$ cat src/hw/rtl/ctbs_pkg.sv
// Shared types and constants for the CAN transmit slot scheduler.
// No dependencies; every RTL file of the block refers to it by scoped names.
package ctbs_pkg;

	localparam logic [3:0] MAX_DLC = 4'd8;

	typedef enum logic [1:0] {
		FUNC_CONFIG     = 2'd0,
		FUNC_SEND       = 2'd1,
		FUNC_TX_DONE    = 2'd2,
		FUNC_CLEAR_SYNC = 2'd3
	} func_t;

	typedef enum logic [1:0] {
		ST_OK       = 2'd0,
		ST_OVERFLOW = 2'd1,
		ST_WINDOW   = 2'd2,
		ST_ILLEGAL  = 2'd3
	} status_t;

	typedef enum logic [1:0] {
		PH_IDLE,
		PH_READ,
		PH_EXEC
	} phase_t;

	// One command beat.
	typedef struct packed {
		func_t       func;
		logic [3:0]  index;
		logic [10:0] ident;
		logic        rtr;
		logic [3:0]  dlc;
		logic        sync_flag;
		logic [63:0] payload;
		logic        in_window;
	} item_t;

	// One result beat.
	typedef struct packed {
		status_t     status;
		logic        report_overflow;
		logic        report_window;
		logic        frame_valid;
		logic [10:0] frame_ident;
		logic        frame_rtr;
		logic [3:0]  frame_dlc;
		logic [63:0] frame_data;
		logic        abort_request;
		logic [4:0]  pending_count;
	} result_t;

	// Per-slot setup as held in the slot memory.
	typedef struct packed {
		logic [10:0] ident;
		logic        rtr;
		logic [3:0]  len;
		logic        sync;
	} slot_meta_t;

	// Write strobes of the slot memory.
	typedef struct packed {
		logic meta;
		logic data;
	} mem_wr_t;

	// Pending-flag update for one slot.
	typedef struct packed {
		logic set;
		logic clr;
	} pend_op_t;

endpackage

$ cat src/hw/rtl/ctbs_slot_mem.sv
// Slot memory of the CAN transmit scheduler: setup words and payloads.
// Depends on ctbs_pkg for the entry and write-strobe types.
module ctbs_slot_mem #(
	parameter int SLOTS = 16,
	parameter int AW    = 4
) (
	input  logic                clk,
	input  ctbs_pkg::mem_wr_t   wr,
	input  logic [AW-1:0]       waddr,
	input  ctbs_pkg::slot_meta_t wmeta,
	input  logic [63:0]         wdata,
	input  logic [AW-1:0]       raddr,
	output ctbs_pkg::slot_meta_t rmeta,
	output logic [63:0]         rdata
);

	ctbs_pkg::slot_meta_t meta_mem [SLOTS];
	logic [63:0]          data_mem [SLOTS];

	// Setup and payload are written separately: configure writes the setup,
	// an accepted send writes the payload.
	always_ff @(posedge clk) begin
		if (wr.meta) begin
			meta_mem[waddr] <= wmeta;
		end
		if (wr.data) begin
			data_mem[waddr] <= wdata;
		end
		rmeta <= meta_mem[raddr];
		rdata <= data_mem[raddr];
	end

endmodule

$ cat src/hw/rtl/ctbs_pend_track.sv
// Pending flags, pending count and lowest-pending search of the scheduler.
// Depends on ctbs_pkg for the update type.
module ctbs_pend_track #(
	parameter int SLOTS = 16,
	parameter int AW    = 4,
	parameter int CW    = 5
) (
	input  logic                clk,
	input  logic                arst_n,
	input  ctbs_pkg::pend_op_t  op,
	input  logic [AW-1:0]       addr,
	output logic                hit,
	output logic                any,
	output logic [AW-1:0]       first,
	output logic [CW-1:0]       count,
	output logic [CW-1:0]       count_after,
	output logic [SLOTS-1:0]    flags
);

	logic [SLOTS-1:0] pend_q;
	logic [CW-1:0]    cnt_q;

	always_ff @(posedge clk or negedge arst_n) begin
		if (!arst_n) begin
			pend_q <= '0;
			cnt_q  <= '0;
		end else begin
			if (op.set) begin
				pend_q[addr] <= 1'b1;
			end
			if (op.clr) begin
				pend_q[addr] <= 1'b0;
			end
			cnt_q <= count_after;
		end
	end

	// Lowest index wins, so scan from the top down.
	always_comb begin
		first = '0;
		any   = 1'b0;
		for (int i = SLOTS - 1; i >= 0; i--) begin
			if (pend_q[i]) begin
				first = AW'(i);
				any   = 1'b1;
			end
		end
	end

	assign hit         = pend_q[addr];
	assign count       = cnt_q;
	assign count_after = cnt_q + CW'(op.set) - CW'(op.clr);
	assign flags       = pend_q;

endmodule

$ cat src/hw/rtl/can_tx_buffer_scheduler.sv
// Top level of the CAN transmit slot scheduler with its APB register port.
// Depends on ctbs_pkg, ctbs_slot_mem and ctbs_pend_track.
//
// A command runs through the phases IDLE, READ and EXEC: the beat is captured at the edge
// where start is high and busy is low, the slot memory is read in the next
// cycle, and the cycle after that decides the outcome and writes the memory
// and the pending flags back. The slot memory read is registered, and a new
// command is only accepted once the previous one has left EXEC. The
// result beat shows on rsp for exactly one cycle, marked by done, in the cycle
// right after the decision; busy is already low in that cycle. The receiver
// cannot hold results off, so anything connected to rsp must take every beat
// in the cycle it is shown. The window check and the number of active slots
// are programmed through the APB port and should only be changed while the
// block is idle.
module can_tx_buffer_scheduler #(
	parameter int SLOTS = 16
) (
	input  logic              clk,
	input  logic              arst_n,
	// Command channel.
	input  logic              start,
	output logic              busy,
	input  ctbs_pkg::item_t   cmd,
	// Result channel.
	output logic              done,
	output ctbs_pkg::result_t rsp,
	// Register port.
	input  logic              psel,
	input  logic              penable,
	input  logic              pwrite,
	input  logic [2:0]        paddr,
	input  logic [31:0]       pwdata,
	output logic [31:0]       prdata,
	output logic              pready
);

	localparam int AW = (SLOTS > 1) ? $clog2(SLOTS) : 1;
	localparam int CW = $clog2(SLOTS + 1);

	// Register indexes, selected by address bit 2.
	localparam logic REG_WINDOW_CHECK = 1'b0;
	localparam logic REG_ACTIVE       = 1'b1;

	// ------------------------------------------------------------------
	// Configuration registers.
	// ------------------------------------------------------------------
	logic       win_chk_q;
	logic [4:0] active_q;
	logic       cfg_wr;

	assign pready = 1'b1;
	assign cfg_wr = psel & penable & pwrite & pready;

	always_ff @(posedge clk or negedge arst_n) begin
		if (!arst_n) begin
			win_chk_q <= 1'b0;
			active_q  <= 5'd16;
		end else if (cfg_wr) begin
			if (paddr[2] == REG_ACTIVE) begin
				active_q <= pwdata[4:0];
			end else begin
				win_chk_q <= pwdata[0];
			end
		end
	end

	assign prdata = (paddr[2] == REG_WINDOW_CHECK) ? {31'd0, win_chk_q} : {27'd0, active_q};

	// ------------------------------------------------------------------
	// Command sequencer.
	// ------------------------------------------------------------------
	ctbs_pkg::phase_t phase_q, phase_d;
	ctbs_pkg::item_t  item_q;
	logic             accept;

	assign accept = start & ~busy;

	always_comb begin
		phase_d = phase_q;
		case (phase_q)
			ctbs_pkg::PH_IDLE: begin
				if (start) begin
					phase_d = ctbs_pkg::PH_READ;
				end
			end
			ctbs_pkg::PH_READ: phase_d = ctbs_pkg::PH_EXEC;
			ctbs_pkg::PH_EXEC: phase_d = ctbs_pkg::PH_IDLE;
			default:           phase_d = ctbs_pkg::PH_IDLE;
		endcase
	end

	always_comb begin
		busy = (phase_q != ctbs_pkg::PH_IDLE);
	end

	always_ff @(posedge clk or negedge arst_n) begin
		if (!arst_n) begin
			phase_q <= ctbs_pkg::PH_IDLE;
		end else begin
			phase_q <= phase_d;
		end
	end

	// The command beat itself needs no reset.
	always_ff @(posedge clk) begin
		if (accept) begin
			item_q <= cmd;
		end
	end

	// ------------------------------------------------------------------
	// Slot memory and pending flags.
	// ------------------------------------------------------------------
	ctbs_pkg::mem_wr_t    mem_wr;
	ctbs_pkg::slot_meta_t wmeta;
	ctbs_pkg::slot_meta_t rmeta;
	logic [63:0]          rdata;
	logic [AW-1:0]        slot_addr;
	logic [AW-1:0]        first_idx;
	logic [AW-1:0]        pend_addr;
	ctbs_pkg::pend_op_t   pend_op;
	logic                 pend_hit;
	logic                 pend_any;
	logic [CW-1:0]        pend_cnt;
	logic [CW-1:0]        pend_cnt_after;
	logic [SLOTS-1:0]     pend_flags;
	logic                 is_tx_done;

	assign slot_addr  = AW'(item_q.index);
	assign is_tx_done = (item_q.func == ctbs_pkg::FUNC_TX_DONE);

	// Transmit complete works on the lowest pending slot; the pending flags
	// do not change between the read and the decision, so the same search
	// result serves both cycles.
	assign pend_addr = is_tx_done ? first_idx : slot_addr;

	assign wmeta.ident = item_q.ident;
	assign wmeta.rtr   = item_q.rtr;
	assign wmeta.len   = item_q.dlc;
	assign wmeta.sync  = item_q.sync_flag;

	// Each command finishes its write-back before the next one can read,
	// so no forwarding is needed around the memory.
	ctbs_slot_mem #(
		.SLOTS (SLOTS),
		.AW    (AW)
	) u_mem (
		.clk   (clk),
		.wr    (mem_wr),
		.waddr (slot_addr),
		.wmeta (wmeta),
		.wdata (item_q.payload),
		.raddr (pend_addr),
		.rmeta (rmeta),
		.rdata (rdata)
	);

	ctbs_pend_track #(
		.SLOTS (SLOTS),
		.AW    (AW),
		.CW    (CW)
	) u_pend (
		.clk         (clk),
		.arst_n      (arst_n),
		.op          (pend_op),
		.addr        (pend_addr),
		.hit         (pend_hit),
		.any         (pend_any),
		.first       (first_idx),
		.count       (pend_cnt),
		.count_after (pend_cnt_after),
		.flags       (pend_flags)
	);

	// ------------------------------------------------------------------
	// Decision cycle.
	// ------------------------------------------------------------------
	logic              hw_busy_q, hw_busy_d;
	logic              inhibit_q, inhibit_d;
	logic              first_q, first_d;
	ctbs_pkg::result_t res_d;
	ctbs_pkg::result_t res_q;
	logic              done_q;
	logic              idx_ok;
	logic              load;
	logic              load_direct;
	logic [3:0]        load_len;
	logic [63:0]       load_src;
	logic              exec;

	assign exec = (phase_q == ctbs_pkg::PH_EXEC);

	// Legal slots are below both the programmed count and the table size.
	assign idx_ok = ({1'b0, item_q.index} < active_q) && (32'(item_q.index) < SLOTS);

	always_comb begin
		res_d       = '0;
		mem_wr      = '0;
		pend_op     = '0;
		hw_busy_d   = hw_busy_q;
		inhibit_d   = inhibit_q;
		first_d     = first_q;
		load        = 1'b0;
		load_direct = 1'b0;
		case (item_q.func)
			ctbs_pkg::FUNC_CONFIG: begin
				if (!idx_ok) begin
					res_d.status = ctbs_pkg::ST_ILLEGAL;
				end else begin
					// Reconfiguring a waiting slot drops it from the queue.
					mem_wr.meta = exec;
					pend_op.clr = exec & pend_hit;
				end
			end
			ctbs_pkg::FUNC_SEND: begin
				if (!idx_ok) begin
					res_d.status = ctbs_pkg::ST_ILLEGAL;
				end else if (pend_hit) begin
					// Overflow is only reported once a frame has gone out.
					res_d.status          = ctbs_pkg::ST_OVERFLOW;
					res_d.report_overflow = ~first_q;
				end else if (win_chk_q && rmeta.sync && !item_q.in_window) begin
					res_d.status        = ctbs_pkg::ST_WINDOW;
					res_d.report_window = 1'b1;
				end else begin
					mem_wr.data = exec;
					if (!hw_busy_q && (pend_cnt == '0)) begin
						load        = 1'b1;
						load_direct = 1'b1;
						inhibit_d   = rmeta.sync;
					end else begin
						pend_op.set = exec;
					end
				end
			end
			ctbs_pkg::FUNC_TX_DONE: begin
				first_d   = 1'b0;
				inhibit_d = 1'b0;
				hw_busy_d = 1'b0;
				if (pend_any) begin
					pend_op.clr = exec;
					if (win_chk_q && rmeta.sync && !item_q.in_window) begin
						res_d.status        = ctbs_pkg::ST_WINDOW;
						res_d.report_window = 1'b1;
					end else begin
						load      = 1'b1;
						inhibit_d = win_chk_q & rmeta.sync;
					end
				end
			end
			ctbs_pkg::FUNC_CLEAR_SYNC: begin
				if (inhibit_q) begin
					res_d.status        = ctbs_pkg::ST_WINDOW;
					res_d.report_window = 1'b1;
					res_d.abort_request = 1'b1;
					hw_busy_d           = 1'b0;
					inhibit_d           = 1'b0;
				end
			end
			default: begin
				res_d.status = ctbs_pkg::ST_OK;
			end
		endcase

		// A loaded frame carries at most eight bytes; bytes past the
		// clamped length read as zero.
		load_len = (rmeta.len > ctbs_pkg::MAX_DLC) ? ctbs_pkg::MAX_DLC : rmeta.len;
		load_src = load_direct ? item_q.payload : rdata;
		if (load) begin
			hw_busy_d         = 1'b1;
			res_d.frame_valid = 1'b1;
			res_d.frame_ident = rmeta.ident;
			res_d.frame_rtr   = rmeta.rtr;
			res_d.frame_dlc   = load_len;
			for (int b = 0; b < 8; b++) begin
				res_d.frame_data[8*b +: 8] = (4'(b) < load_len) ? load_src[8*b +: 8] : 8'd0;
			end
		end
		res_d.pending_count = 5'(pend_cnt_after);
	end

	always_ff @(posedge clk or negedge arst_n) begin
		if (!arst_n) begin
			hw_busy_q <= 1'b0;
			inhibit_q <= 1'b0;
			first_q   <= 1'b1;
			done_q    <= 1'b0;
		end else begin
			done_q <= exec;
			if (exec) begin
				hw_busy_q <= hw_busy_d;
				inhibit_q <= inhibit_d;
				first_q   <= first_d;
			end
		end
	end

	// The result register holds data only; done marks it.
	always_ff @(posedge clk) begin
		if (exec) begin
			res_q <= res_d;
		end
	end

	assign done = done_q;
	assign rsp  = res_q;

	// ------------------------------------------------------------------
	// Assertions.
	// ------------------------------------------------------------------

	// A result beat follows exactly one decision cycle.
	a_done_after_exec: assert property (@(posedge clk) disable iff (!arst_n)
		done |-> $past(phase_q == ctbs_pkg::PH_EXEC))
		else $error("result beat without a decision cycle");

	// The pending count always matches the number of pending flags.
	a_count_matches: assert property (@(posedge clk) disable iff (!arst_n)
		pend_cnt == CW'($countones(pend_flags)))
		else $error("pending count out of step with pending flags");

	// A loaded frame leaves the hardware buffer marked busy.
	a_frame_busy: assert property (@(posedge clk) disable iff (!arst_n)
		(done && rsp.frame_valid) |-> hw_busy_q)
		else $error("frame loaded but hardware buffer not busy");

	// An abort is only raised while a sync frame was inhibited, and it
	// releases the inhibit.
	a_abort_clears: assert property (@(posedge clk) disable iff (!arst_n)
		(done && rsp.abort_request) |-> (!inhibit_q && $past(inhibit_q, 2)))
		else $error("abort without an inhibited sync frame");

endmodule

$ cat config.mk
export PLATFORM = sky130hd
export DESIGN_NAME = can_tx_buffer_scheduler
export DESIGN_NICKNAME = d
export VERILOG_FILES = /design/src/hw/rtl/ctbs_pkg.sv /design/src/hw/rtl/ctbs_slot_mem.sv /design/src/hw/rtl/ctbs_pend_track.sv /design/src/hw/rtl/can_tx_buffer_scheduler.sv
export SDC_FILE = /design/constraint.sdc
export NUM_CORES = 2
export LEC_CHECK = 0
export BUFFER_PORTS_ARGS = -buffer_cell sky130_fd_sc_hd__buf_4
export CELL_PAD_IN_SITES_DETAIL_PLACEMENT = 0
export CELL_PAD_IN_SITES_GLOBAL_PLACEMENT = 1
export CORE_MARGIN = 2
export CORE_UTILIZATION = 54
export DETAILED_ROUTE_END_ITERATION = 16
export GPL_TIMING_DRIVEN = 0
export PLACE_DENSITY = 0.82
export RECOVER_POWER = 50
export SLEW_MARGIN = 20
export SYNTH_ARGS = -nofsm -noshare
export SYNTH_HDL_FRONTEND = slang
export SYNTH_HIERARCHICAL = 1
export SYNTH_SLANG_ARGS = --single-unit
$ cat constraint.sdc
create_clock -name clk -period 7.65 [get_ports clk]
set_input_delay 2.295 -clock clk [delete_from_list [all_inputs] [get_ports clk]]
set_output_delay 2.295 -clock clk [all_outputs]
set_load 0.05 [all_outputs]
Yosys cells after proc, flatten, opt, wreduce, memory -nomap -nowiden
Memories as Yosys holds them, arrays and structs flattened. A register that Yosys moved wholly into a read port is not among the register bits.
Cells that the tools add are included.
Operators by class
  $add $sub $neg: 2
  order comparisons: 12
  equality and inequality tests: 11
  muxes and demuxes: 102
  bitwise gates (word level): 11
  reductions and logical operators: 26
Operator list (number)
  $mux 81: 1
  $mux 4: 18
  $mux 64: 1
  $mux 8: 8
  $mux 1: 55
  $mux 16: 2
  $reduce_and 2->1: 11
  $and 16x16->16: 1
  $lt 3x4->1 const A: 4
  $not 16->16: 1
  $or 16x16->16: 1
  $mux 2: 7
  $ne 2x2->1 const B: 5
  $lt 1x4->1 const A: 2
  $lt 2x4->1 const A: 2
  $pmux 2 s4: 1
  $eq 2x2->1 const B: 3
  $pmux 1 s2: 3
  $pmux 1 s3: 2
  $reduce_and 3->1: 2
  $reduce_and 6->1: 1
  $reduce_bool 3->1: 2
  $add 5x1->5: 1
  $and 1x1->1: 5
  17 further kinds: 25
Word-level totals
  bits in registers: 212
  memory bits (writable): 1296
  bits of input ports: 129
  word-level logic and storage cells: 200
  memories: 2
Memory list
  u_mem.data_mem: depth 16, width 64, rd ports 1, clocked after Yosys merged registers in 1, write ports 1, line ctbs_slot_mem.sv:18  | logic [63:0] data_mem [SLOTS];
  u_mem.meta_mem: depth 16, width 17, rd ports 1, clocked after Yosys merged registers in 1, write ports 1, line ctbs_slot_mem.sv:17  | ctbs_pkg::slot_meta_t meta_mem [SLOTS];

Depth between registers and ports, before layout
  depth after elaboration: 25
  mapped depth: 21
  mapped depth without buffers: 20

Modules after synthesis
The synthesis kept the hierarchy.
Modules (own cells, without submodules)
  ctbs_slot_mem: instances 1, cells each 2103, area an instance 50116.8 sq um, seq. area each 40538.9 sq um
  can_tx_buffer_scheduler: instances 1, cells each 566, area an instance 8252.9 sq um, seq. area each 5677.9 sq um
  ctbs_pend_track: instances 1, cells each 137, area an instance 1296.2 sq um, seq. area each 525.5 sq um

Worst setup path before layout
No wires, ideal clock.
  kind: reg-to-reg
  start: reg u_pend.pend_q[5] (netlist: u_pend/flags[5])
  end: mem u_mem.data_mem[0][0] (enable)
  setup time: 0.486 ns
  arrival: 6.152 ns
  required time: 7.164 ns
  slack: 1.011 ns
  cell stages (with the launch flop): 17
  buffers on the path: 2
  clock period less this slack: 6.639 ns
  cell sequence: dfrtp_1 -> nor2_1 -> a2111oi_0 -> o21ai_0 -> o22ai_1 -> mux2_2 -> buf_6 -> mux4_2 -> nor2b_1 -> a211oi_1 -> a21oi_1 -> nor2b_1 -> o311ai_1 -> clkbuf_1 -> nor2_1 -> or3b_1 -> nor2_1
RTL lines
  from (decl): line ctbs_pend_track.sv:20  | logic [SLOTS-1:0] pend_q;
  from (signal assigned): line ctbs_pend_track.sv:25  | pend_q <= '0;
  from (signal, indexed assignment): line ctbs_pend_track.sv:29  | pend_q[addr] <= 1'b1;
  from (signal, indexed assignment): line ctbs_pend_track.sv:32  | pend_q[addr] <= 1'b0;
  to (decl): line ctbs_slot_mem.sv:18

==> results.ini <==
[place]
pre_cts_slack_ps = 1700
dp_cells = 4581
place_area_sq_um = 65000
dp_hpwl_um = 94800
io_buffers = 197
gp_congestion = 0.842

[job]
drv_cap = 3

[logic_synthesis]
yosys-top-cells-count = edfxtp_1, mux4_2, a22oi_1
ys_warn_count = 6
yosys-top-cells-area = edfxtp_1, mux4_2, dfxtp_1, a22oi_1, dfrtp_1
ys_seq_area_share_pct = 78.3
synthCells = 2806
synth_cell_type_count = 64
ys_ff_latch = 1589
syn_area_per_cell_sq_um = 21.3
synth-main-ff-cell = edfxtp_1
synth.most_common_cell = edfxtp_1
synth_edf_count = 1475
synth_area_sq_um = 59700
async_flop_share_pct = 2.08
synth_area_leader_cell = edfxtp_1
yosysTopAreaCellShare_pct = 74.2

[worst_setup_path]
critical_path.startpoint = u_pend/flags[10]$_DFF_PN0_
cp-end-kind = flip-flop
endpoint = u_mem/data_mem[0][34]$_DFFE_PP_
path_buf_inv = 4
worstSetupStartpointType = flip-flop
rrSetupSlack_ps = 1610
r2r_start = u_pend/flags[10]$_DFF_PN0_
crit_arrival_ps = 6510
worstPathCellList = nor2_1 -> o31ai_1 -> a211oi_1 -> o32ai_1 -> mux2_2 -> buf_6 -> mux4_1 -> mux2i_1 -> a21oi_1 -> nor2b_1 -> o311ai_1 -> clkbuf_1 -> nor2_1 -> or3b_1 -> nor2_4 -> buf_12 -> buf_12
cpPeakStageDelay_ps = 680
cp_top_family = simple AND/OR/NAND/NOR gates
rr_endpoint = u_mem/data_mem[0][34]$_DFFE_PP_
critPathKind = flip-flop to flip-flop
cp.required_ps = 8120
cp_max_fo = 19
cp_num_cells = 17
reg2reg_depth = 17
cpMaxStageDelayCell = nor2_4

[final_layout]
synthToLayoutAreaGrowth_pct = 17.2
nets = 3405
stdcell_area_sq_um = 70000
instances_no_fill = 4871
drive_above_1_share_pct = 29.3

[routing]
vias_per_cell = 6.38
wirelength_um = 149000
initialDrtViolationCount = 4120
firstDrtPassIters = 6
postRouteAntennaNets = 0
vias = 31100
wire_per_inst_um = 30.6
drc = 0

[cts]
postCtsSetupRepairBufs = 0
postCtsResizedCells = 0
h-tree-depth = 4
numCtsBuffers = 156
cts_root_buffer = clkbuf_16
worstSkewPairLatency_ps = 780
ctsHoldBuffers = 0
cts_tree = yes
cts.path.max_buffers = 3
clk_pin_slew_ps = 60
cts_sinks = 1589

[sta]
fin_ws_ps = 1610
fin_crit_ps = 6040
maxSlewHeadroom_pct = -65.9
worstMarginPinSlew_ps = 2490
whs_ps = 466
drv_slew = 85
grt_setup_unrepaired = no
skew_ps = 35.2
clock.fmax_ghz = 0.165
hold_viol = 0
fin_crit_sh_pct = 79.0
setup_viol = 0

[floorplan]
start_util_pct = 54.7
coreArea_sq_um = 109000
dieWidth_um = 336
io_pins = 255
dieArea_sq_um = 113000
rows = 121
die_h_um = 336

[global_route]
grt_pass1_vias = 31600
grt_pass1_wl_um = 214000
antenna_found_initial = 7
grt_usage_pct = 26.6
overflow = 0
grt_max_degree = 60

[power]
power_density_nw_per_um2 = 315
leakagePower_nw = 22.8
ir_worst_vdd_v = 0.000236

[run_status]
status = finished, violations left
violations = max-capacitance violations, max-slew violations

[hold_path]
hold_class = flip-flop to flip-flop

-- metrics by stage --
step | setup TNS (ps) | utilization (%) | power (mW)
after global placement | -3170200 | 57.8 | 14.4
after global routing | 0 | 64.1 | 22.7
after CTS | 0 | 64.2 | 22.1
final | 0 | 64.1 | 22.1
after detailed placement | 0 | 59.6 | 14.6
after floorplan | 0 | - | 13.1
-- worst register-to-register path, cell delays in order, from the launching register on --
cell,delay [ps]
dfrtp_1,420
nor2_1,210
o31ai_1,120
a211oi_1,320
o32ai_1,160
mux2_2,300
buf_6,140
mux4_1,440
mux2i_1,210
a21oi_1,170
nor2b_1,340
o311ai_1,280
clkbuf_1,400
nor2_1,410
or3b_1,610
nor2_4,690
buf_12,280
buf_12,230
-- cells in the final DEF, fill, tap and decap left out, types with 31 or more instances in the layout --
master and count:
clkbuf_1 121, buf_2 35, a22oi_1 162, clkbuf_16 156, nand3_1 70, nand2_1 96, clkbuf_4 70, buf_4 157
o211ai_1 34, dfxtp_1 81, buf_16 34, edfxtp_1 1475, dfrtp_1 31, mux4_2 325, a21oi_1 107
-- sequential cells by signal (all words and copies together), names as in the netlist --
| signal | cells |
|---|---|
| item_q | 84 |
| u_pend/flags | 16 |
| inhibit_q | 1 |
| phase_q | 2 |
| slot_addr | 4 |
| u_mem/data_mem | 1024 |
| u_mem/rmeta | 17 |
| u_mem/meta_mem | 272 |
| done | 1 |
| rsp | 91 |
| hw_busy_q | 1 |
| u_pend/count | 5 |
| first_q | 1 |
| win_chk_q | 1 |
| u_mem/rdata | 64 |
| active_q | 5 |
-- kinds of logic after synthesis --
group / Yosys count / share of synthesized area, %
AOI/OAI and AO/OA: 365 / 4.44
xor gates and xnor gates: 4 / 0.0587
adders and majority gates: 13 / 0.285
buffers and inverters: 206 / 1.89
DFF: 1589 / 78.3
muxes: 341 / 12.6
other: 2 / 0.0126
and+or+nand+nor: 286 / 2.33
-- worst min-delay path by stage --
stage	start	end	slack [ps]	depth (start not counted)
3_5_place_dp	phase_q[1]$_DFFE_PN0P_	phase_q[1]$_DFFE_PN0P_	460	1
6_report	phase_q[1]$_DFFE_PN0P_	phase_q[1]$_DFFE_PN0P_	470	1
3_3_place_gp	phase_q[1]$_DFFE_PN0P_	phase_q[1]$_DFFE_PN0P_	430	1
4_1_cts	phase_q[1]$_DFFE_PN0P_	phase_q[1]$_DFFE_PN0P_	470	1
5_1_grt	first_q$_DFFE_PN1P_	first_q$_DFFE_PN1P_	490	1
2_1_floorplan	phase_q[1]$_DFFE_PN0P_	phase_q[1]$_DFFE_PN0P_	420	1
-- power breakdown --
group          switching [mW]  leakage [nW]  internal (mW)
Combinational            2.54          5.91           1.63
Sequential              0.342          14.5           9.97
Clock                    3.29          2.49           4.28
-- per-layer routing --
| metal | vias up | track usage [%] | share of wire, % |
|---|---|---|---|
| met1 | 16200 | 36.0 | 37 |
| met5 | - | 0 | 0 |
| li1 | 12600 | - | - |
| met3 | 328 | 6.73 | 11 |
| met4 | 0 | 10.6 | 3.8 |
| met2 | 2022 | 41.9 | 48 |
-- cell type report --
type	count	area, sq um
Inverter	21	80.1
Tap cell	1476	1850
Sequential cell	1589	46700
Antenna cell	4	10.0
Buffer	185	1050
Fill cell	7004	39200
Timing Repair Buffer	273	3010
Clock inverter	84	851
Multi-Input combinational cell	1037	12100
Clock buffer	202	4260
Note: power is estimated with default switching activity, not from simulation.
